==> src/rtl/dws_pkg.sv <==
// ----------------------------------------------------------------------------
// dws_pkg
// Types and codes shared by the deque-with-search front end, back end and top.
// ----------------------------------------------------------------------------
package dws_pkg;

	localparam logic [2:0] CMD_PUSH_FRONT = 3'd0;
	localparam logic [2:0] CMD_PUSH_BACK  = 3'd1;
	localparam logic [2:0] CMD_POP_FRONT  = 3'd2;
	localparam logic [2:0] CMD_POP_BACK   = 3'd3;
	localparam logic [2:0] CMD_FIND       = 3'd4;
	localparam logic [2:0] CMD_READ       = 3'd5;

	localparam logic [1:0] ST_OK   = 2'd0;
	localparam logic [1:0] ST_MISS = 2'd1;
	localparam logic [1:0] ST_FULL = 2'd2;

	typedef enum logic [2:0] {
		OPC_PUSH_FRONT,
		OPC_PUSH_BACK,
		OPC_POP_FRONT,
		OPC_POP_BACK,
		OPC_FIND,
		OPC_READ,
		OPC_BAD
	} opc_t;

	typedef enum logic [1:0] {
		BK_IDLE,
		BK_READ,
		BK_SCAN
	} bk_state_t;

	typedef struct packed {
		logic        [2:0]  cmd;
		logic signed [31:0] value;
		logic        [7:0]  position;
	} req_t;

	typedef struct packed {
		logic        [1:0]  status;
		logic signed [31:0] data;
		logic        [7:0]  found_position;
		logic        [8:0]  occupancy;
	} rsp_t;

	typedef struct packed {
		opc_t               code;
		logic signed [31:0] value;
		logic        [7:0]  position;
	} op_t;

endpackage

==> src/rtl/dws_front.sv <==
// ----------------------------------------------------------------------------
// dws_front
// Accepts requests, decodes the command and holds decoded operations in a
// two-entry queue for the back end.
// ----------------------------------------------------------------------------
module dws_front
	import dws_pkg::*;
(
	input  logic clk,
	input  logic arst_n,
	input  logic req_valid,
	output logic req_stall,
	input  req_t req,
	output logic q_valid,
	output op_t  q_op,
	input  logic q_take
);

	op_t        slot_q [2];
	logic       wr_ptr_q;
	logic       rd_ptr_q;
	logic [1:0] fill_q;
	logic       push;
	op_t        dec;

	always_comb begin
		dec.value    = req.value;
		dec.position = req.position;
		case (req.cmd)
			CMD_PUSH_FRONT: dec.code = OPC_PUSH_FRONT;
			CMD_PUSH_BACK:  dec.code = OPC_PUSH_BACK;
			CMD_POP_FRONT:  dec.code = OPC_POP_FRONT;
			CMD_POP_BACK:   dec.code = OPC_POP_BACK;
			CMD_FIND:       dec.code = OPC_FIND;
			CMD_READ:       dec.code = OPC_READ;
			default:        dec.code = OPC_BAD;
		endcase
	end

	assign req_stall = (fill_q == 2'd2);
	assign push      = req_valid && !req_stall;
	assign q_valid   = (fill_q != 2'd0);
	assign q_op      = slot_q[rd_ptr_q];

	always_ff @(posedge clk or negedge arst_n) begin
		if (!arst_n) begin
			wr_ptr_q <= 1'b0;
			rd_ptr_q <= 1'b0;
			fill_q   <= 2'd0;
		end else begin
			if (push)
				wr_ptr_q <= !wr_ptr_q;
			if (q_take)
				rd_ptr_q <= !rd_ptr_q;
			fill_q <= fill_q + {1'b0, push} - {1'b0, q_take};
		end
	end

	always_ff @(posedge clk) begin
		if (push)
			slot_q[wr_ptr_q] <= dec;
	end

endmodule

==> config.mk <==
export PLATFORM = sky130hd
export DESIGN_NAME = dws_front
export DESIGN_NICKNAME = d
export VERILOG_FILES = /design/src/rtl/dws_pkg.sv /design/src/rtl/dws_front.sv
export SDC_FILE = /design/constraint.sdc
export NUM_CORES = 1
export LEC_CHECK = 0
export BUFFER_PORTS_ARGS = -buffer_cell sky130_fd_sc_hd__buf_2
export CAP_MARGIN = 20
export CORE_MARGIN = 2
export CORE_UTILIZATION = 36
export CTS_CLUSTER_DIAMETER = 80
export CTS_CLUSTER_SIZE = 20
export DETAILED_ROUTE_END_ITERATION = 6
export PLACE_DENSITY = 0.55
export SYNTH_ARGS = -nofsm -noshare
export SYNTH_HDL_FRONTEND = slang
export SYNTH_SLANG_ARGS = --single-unit
==> constraint.sdc <==
create_clock -name clk -period 6.75 [get_ports clk]
set_clock_uncertainty 0.2 [all_clocks]
set_input_delay 2.025 -clock clk [delete_from_list [all_inputs] [get_ports clk]]
set_output_delay 2.025 -clock clk [all_outputs]
set_load 0.03 [all_outputs]
==> results.sh, run 1 <==
export IMPL_globalRouteTotalUtil_pct=11.0
export IMPL_nets=301
export IMPL_viasPerCell=4.26
export IMPL_crit_arrival_ns=2.19
export IMPL_htree_levels=3
export IMPL_dpl_cell_area_um2=4060
export IMPL_fillers=898
export IMPL_dp_hpwl_um=3810
export IMPL_synth_nets=203
export IMPL_grt_first_pass_wirelength_um=8360
export IMPL_drive_gt1_share_pct=59.8
export IMPL_critPathCaptureType="primary output"
export IMPL_dr_pass1_iters=4
export IMPL_fin_crit_ns=4.41
export IMPL_critical_path_max_fanout=27
export IMPL_multi_input_area_um2=733
export IMPL_fin_setup_tns_ns=0
export IMPL_cp_start_kind="flip-flop"
export IMPL_io_buffers=91
export IMPL_use_met1_pct=12.1
export IMPL_grt_max_degree=44
export IMPL_cts_buffers=9
export IMPL_finalSetupViolCount=0
export IMPL_area_growth_pct=21.9
export IMPL_p_int_uw=1280
export IMPL_crit_type="reg -> out"
export IMPL_synth_distinct_cells=17
export IMPL_ys_warn_count=0
export IMPL_vdd_drop_max_mv=0.246
export IMPL_use_met3_pct=3.25
export IMPL_drt_antenna_violating_nets=0
export IMPL_hold_class="reg -> reg"
export IMPL_grt_ovfl_total=0
export IMPL_p_per_area_nw_per_um2=460
export IMPL_syn_area_um2=3510
export IMPL_avgSynthCellArea_um2=22.8
export IMPL_power_frac_clock_pct=19.1
export IMPL_start_util_pct=36.4
export IMPL_hold_viol_final=0
export IMPL_grt_pass1_vias=1699
export IMPL_max_slew_margin_rel_pct=62.1
export IMPL_slew_violations=0
export IMPL_p_sw_share_pct=34.9
export IMPL_busiest_layer="met2"
export IMPL_clock_sinks=90
export IMPL_outcome="finished, final reports clean"
export IMPL_cts_resized=0
export IMPL_io_pins=92
export IMPL_design_core_area_um2=9640
export IMPL_max_slew_worst_pin_slew_ns=0.569
export IMPL_synth_seq_cells=90
export IMPL_holdBufCountCts=0
export IMPL_drc_errors=0
export IMPL_post_cts_buffers=0
export IMPL_final_area_um2=4280
export IMPL_wl_per_cell_um=14.8
export IMPL_gp_congestion=0.682
export IMPL_die_y_um=103
export IMPL_design_die_area_um2=10600
export IMPL_rows=36
export IMPL_crit_required_ns=4.53
export IMPL_first_iter_violations=61
export IMPL_seqCellArea_um2=2680
export IMPL_antenna_found_initial=0
export IMPL_vias=1656
export IMPL_p_comb_share_pct=38.9
export IMPL_finalCritPeriodShare_pct=65.4
export IMPL_yosysSeqAreaShare_pct=76.4
export IMPL_met2_usage_pct=19.2
export IMPL_diodes=0
export IMPL_power_frac_seq_pct=42.0
export IMPL_clk_pin_slew_ns=0.07
export IMPL_die_x_um=103
export IMPL_clock_latency_ns=0.34
export IMPL_timing_fmax_mhz=227
export IMPL_totalWireLength_um=5750
export IMPL_rsz0062_at_grt="no"
export IMPL_syn_inst=154
export IMPL_p_sw_uw=687
export IMPL_clockBufferDepth=2
export IMPL_clockRootBuffer="clkbuf_8"
export IMPL_leakagePower_uw=0.00171
export IMPL_cts_tree="yes"
export IMPL_maxCapViolCount=0
==> layout make-up <==
type                    count  area share (%)
clock inverters             3            1.52
multi-input cells          55            17.1
repair buffers             94            11.5
clock buffers              12            3.16
well taps                 133            3.89
flip-flops and latches     90            62.7
inverters                   2           0.175
==> kinds of logic (layout without fill, tap and decap cells) <==
family                   Yosys count  in the layout  synth area share [%]
multiplexers                      43             43                  17.9
buffers and inverters              9            111                  3.03
flip-flops                        90             90                  76.4
XOR/XNOR                           4              4                 0.997
AO/OA/AOI/OAI                      1              1                 0.214
adder cells (fa/ha/maj)            2              2                 0.712
AND/OR/NAND/NOR                    5              5                 0.748
==> layout by cell type, fill, tap and decap left out, types with 3 or more instances in the layout <==
cell and count:
mux2_4 39, xnor2_1 3, buf_2 91, dfrtp_1 3, mux2_2 4, clkbuf_1 3
clkbuf_8 9, edfxtp_1 86
==> stage by stage <==
stage          hold slack, ns  std cells  util, %  setup WS, ns  power [uW]
2_1_floorplan           0.260        154        -          2.18        1470
3_3_place_gp            0.289        373     42.1          2.64        1610
3_5_place_dp            0.290        373     42.1          2.65        1620
4_1_cts                 0.304        388     44.2          2.26        1990
5_1_grt                 0.360        389     44.4          2.19        2060
6_report                0.305        389     44.4          2.34        1970
==> layer usage <==
layer / vias up / wire (um)
li1: 784 / -
met1: 818 / 2300
met2: 46 / 3040
met3: 8 / 319
met4: 0 / 95
met5: - / 0
==> final timing paths <==
path                                  to  cells past startpoint  startpoint  slack (ns)
max                              q_op[1]                      3    rd_ptr_q        2.34
max reg2reg                slot_q[0][37]                      4   fill_q[1]        4.61
min in group asynchronous      fill_q[0]                      1      arst_n        1.28
min reg2reg                    fill_q[1]                      1   fill_q[1]        0.30
max in group asynchronous       rd_ptr_q                      1      arst_n        4.94
min                            fill_q[1]                      1   fill_q[1]        0.30
==> critical path, stage by stage, from the launching register on <==
cell	delay, ns
dfrtp_2	0.73
buf_4	0.53
mux2_2	0.39
buf_2	0.18
==> cells in the mapped netlist <==
| library cell | number | share of area [%] |
|---|---|---|
| mux2_2 | 4 | 1.3 |
| edfxtp_1 | 86 | 74 |
| a21boi_0 | 1 | 0.21 |
| or2_2 | 1 | 0.18 |
| nor2_1 | 1 | 0.11 |
| dfrtp_1 | 4 | 2.8 |
| and3_1 | 1 | 0.18 |
| nand2_1 | 1 | 0.11 |
| buf_6 | 1 | 0.32 |
| nand2b_1 | 1 | 0.18 |
| inv_1 | 2 | 0.21 |
| clkbuf_1 | 2 | 0.21 |
| ha_1 | 2 | 0.71 |
| mux2_4 | 39 | 17 |
| xor2_1 | 1 | 0.25 |
| buf_12 | 4 | 2.3 |
| xnor2_1 | 3 | 0.75 |
==> power by group through the flow <==
stage                     Clock, uW  Combinational (uW)  Sequential [uW]
after floorplan                   0                 666              807
after global placement            0                 773              839
after detailed placement          0                 772              844
after CTS                       389                 772              832
after global routing            407                 817              841
final                           375                 766              826
==> flip-flops by register name, indices dropped and copies added (netlist names) <==
signal    count
wr_ptr_q      1
fill_q        2
rd_ptr_q      1
slot_q       86
No activity file was read; power rests on OpenSTA's default activity.
==> run 2, diff against run 1 <==
Settings changed: PLACE_DENSITY 0.55 to 0.57.
Clock period 6.75 ns to 3.6 ns, I/O delays scaled along.
==> run 2 against run 1 <==
Worst setup slack worse by 1.6 ns. Worst hold slack worse by 0.0068 ns. Clock-buffer cell count stayed put. Sequential power is 82% higher. Final area is 0.50% higher. Register-to-register slack worse by 2.9 ns. Total power is 88% higher. Critical path depth stayed put. Largest power group is now combinational logic.
==> results.sh, run 2 (synthesis results as in run 1) <==
export IMPL_timing_rr_end="slot_q[0][1]"
export IMPL_clk_pin_slew_ns=0.08
export IMPL_first_iter_violations=31
export IMPL_grt_ovfl_total=0
export IMPL_critical_path_max_fanout=44
export IMPL_dr_wl_met3_um=429
export IMPL_cts_resized=0
export IMPL_crit_cells=3
export IMPL_crit_type="reg -> out"
export IMPL_largest_register_ffs=86
export IMPL_top_regs="slot_q: 86 flops, fill_q: 2 flops"
export IMPL_rsz0062_at_grt="no"
export IMPL_seqCellArea_um2=2680
export IMPL_fillers=895
export IMPL_top_layer_used="met4"
export IMPL_hold_class="reg -> reg"
export IMPL_io_buffers=91
export IMPL_post_cts_buffers=0
export IMPL_totalWireLength_um=5910
export IMPL_min_to="fill_q[1]"
export IMPL_slowest_delay_ns=0.39
export IMPL_clockBufferDepth=2
export IMPL_clock_latency_ns=0.34
export IMPL_cp_num_buf_inv=2
export IMPL_vias=1678
export IMPL_final_common_cell="buf_2"
export IMPL_final_cell_mix="91 x buf_2, 86 x edfxtp_1, 39 x mux2_4"
export IMPL_viasPerCell=4.30
export IMPL_outcome="finished, final reports clean"
export IMPL_hold_viol_final=0
export IMPL_dp_hpwl_um=3900
export IMPL_drive_gt1_share_pct=60.3
export IMPL_fin_crit_ns=2.89
export IMPL_reg2reg_from="fill_q[0]"
export IMPL_vdd_drop_max_mv=0.407
export IMPL_cts_buffers=9
export IMPL_p_per_area_nw_per_um2=860
export IMPL_cp_start_kind="flip-flop"
export IMPL_crit_arrival_ns=1.61
export IMPL_die_y_um=103
export IMPL_htree_levels=3
export IMPL_cts_tree="yes"
export IMPL_grt_pass1_vias=1802
export IMPL_crit_path_cell_trace="buf_12 -> mux2_2 -> buf_2"
export IMPL_reg2reg_depth=4
export IMPL_grt_first_pass_wirelength_um=9000
export IMPL_multi_input_area_um2=733
export IMPL_power_uw=3700
export IMPL_rrSetupSlack_ns=1.70
export IMPL_area_growth_pct=22.5
export IMPL_crit_required_ns=2.32
export IMPL_design_core_area_um2=9640
export IMPL_drc_errors=0
export IMPL_wl_per_cell_um=15.2
export IMPL_wl_met2_um=3010
export IMPL_leakagePower_uw=0.00172
export IMPL_hold_depth=1
export IMPL_clock_sinks=90
export IMPL_met1_length_um=2420
export IMPL_hp_start="fill_q[1]"
export IMPL_rows=36
export IMPL_timing_fmax_mhz=346
export IMPL_die_x_um=103
export IMPL_start_util_pct=36.4
export IMPL_finalSetupViolCount=0
export IMPL_grt_max_degree=45
export IMPL_fin_setup_tns_ns=0
export IMPL_gp_congestion=0.661
export IMPL_slew_violations=0
export IMPL_cp_top_family="buffers and inverters"
export IMPL_critPathSlowestCell="mux2_2"
export IMPL_max_slew_margin_rel_pct=65.6
export IMPL_globalRouteTotalUtil_pct=11.8
export IMPL_drt_antenna_violating_nets=0
export IMPL_antenna_found_initial=0
export IMPL_top_register="slot_q"
export IMPL_io_pins=92
export IMPL_nets=301
export IMPL_dr_pass1_iters=3
export IMPL_critPathCaptureType="primary output"
export IMPL_max_slew_worst_pin_slew_ns=0.515
export IMPL_finalCritPeriodShare_pct=80.2
export IMPL_maxCapViolCount=0
export IMPL_holdBufCountCts=0
export IMPL_diodes=0
export IMPL_design_die_area_um2=10600
export IMPL_clockRootBuffer="clkbuf_8"
## run 2: cell types whose count changed in the layout (fill, tap and decap cells not counted)
cell | before | now
buf_12 | 1 | 3
bufinv_16 | 2 | 1
clkinvlp_4 | 0 | 1
clkbuf_8 | 9 | 10
clkbuf_1 | 3 | 2
clkinv_4 | 0 | 1
buf_4 | 2 | 0
## run 2: worst max-delay path by stage
stage	startpoint	to	slack [ns]
floorplan	req_valid	slot_q[0][0]	0.69
global placement	req_valid	slot_q[0][3]	1.04
detailed placement	req_valid	slot_q[0][8]	1.02
CTS	rd_ptr_q	q_op[1]	0.68
global route	rd_ptr_q	q_op[1]	0.63
finish	rd_ptr_q	q_op[1]	0.71
## run 2: metrics by stage
stage	cells	worst slack, ns	cell area, um^2	hold slack (ns)	util (%)
5_1_grt	390	0.632	4300	0.296	44.6
4_1_cts	390	0.677	4300	0.304	44.6
2_1_floorplan	154	0.687	3520	0.260	-
3_5_place_dp	374	1.02	4110	0.288	42.6
3_3_place_gp	374	1.04	4110	0.289	42.6
6_report	390	0.712	4300	0.298	44.6
## run 2: layout make-up
| cell class | count | share of cell area (%) |
|---|---|---|
| timing repair buffer | 94 | 12.0 |
| clock inverter | 4 | 1.19 |
| clock buffer | 12 | 3.37 |
| inverter | 2 | 0.174 |
| tap | 133 | 3.87 |
| multi-input combinational | 55 | 17.0 |
| sequential | 90 | 62.4 |
## run 2: worst reg2reg max path: stages (launching register included)
cell and delay [ns]:
dfrtp_1 0.37, nand2b_1 0.15, nand2_1 0.14, nor2_4 0.44, buf_12 0.29
## run 2: report_power, final
part	internal [uW]	switching [uW]	leakage (uW)
logic	605	921	0.000777
clock network	341	333	0.0000966
registers	1430	66.8	0.000844
## run 2: metal layers
| metal | vias to the layer above | global-route usage, % |
|---|---|---|
| li1 | 790 | - |
| met1 | 824 | 13.2 |
| met2 | 59 | 20.2 |
| met3 | 5 | 5.69 |
| met4 | 0 | 3.04 |
| met5 | - | 0 |
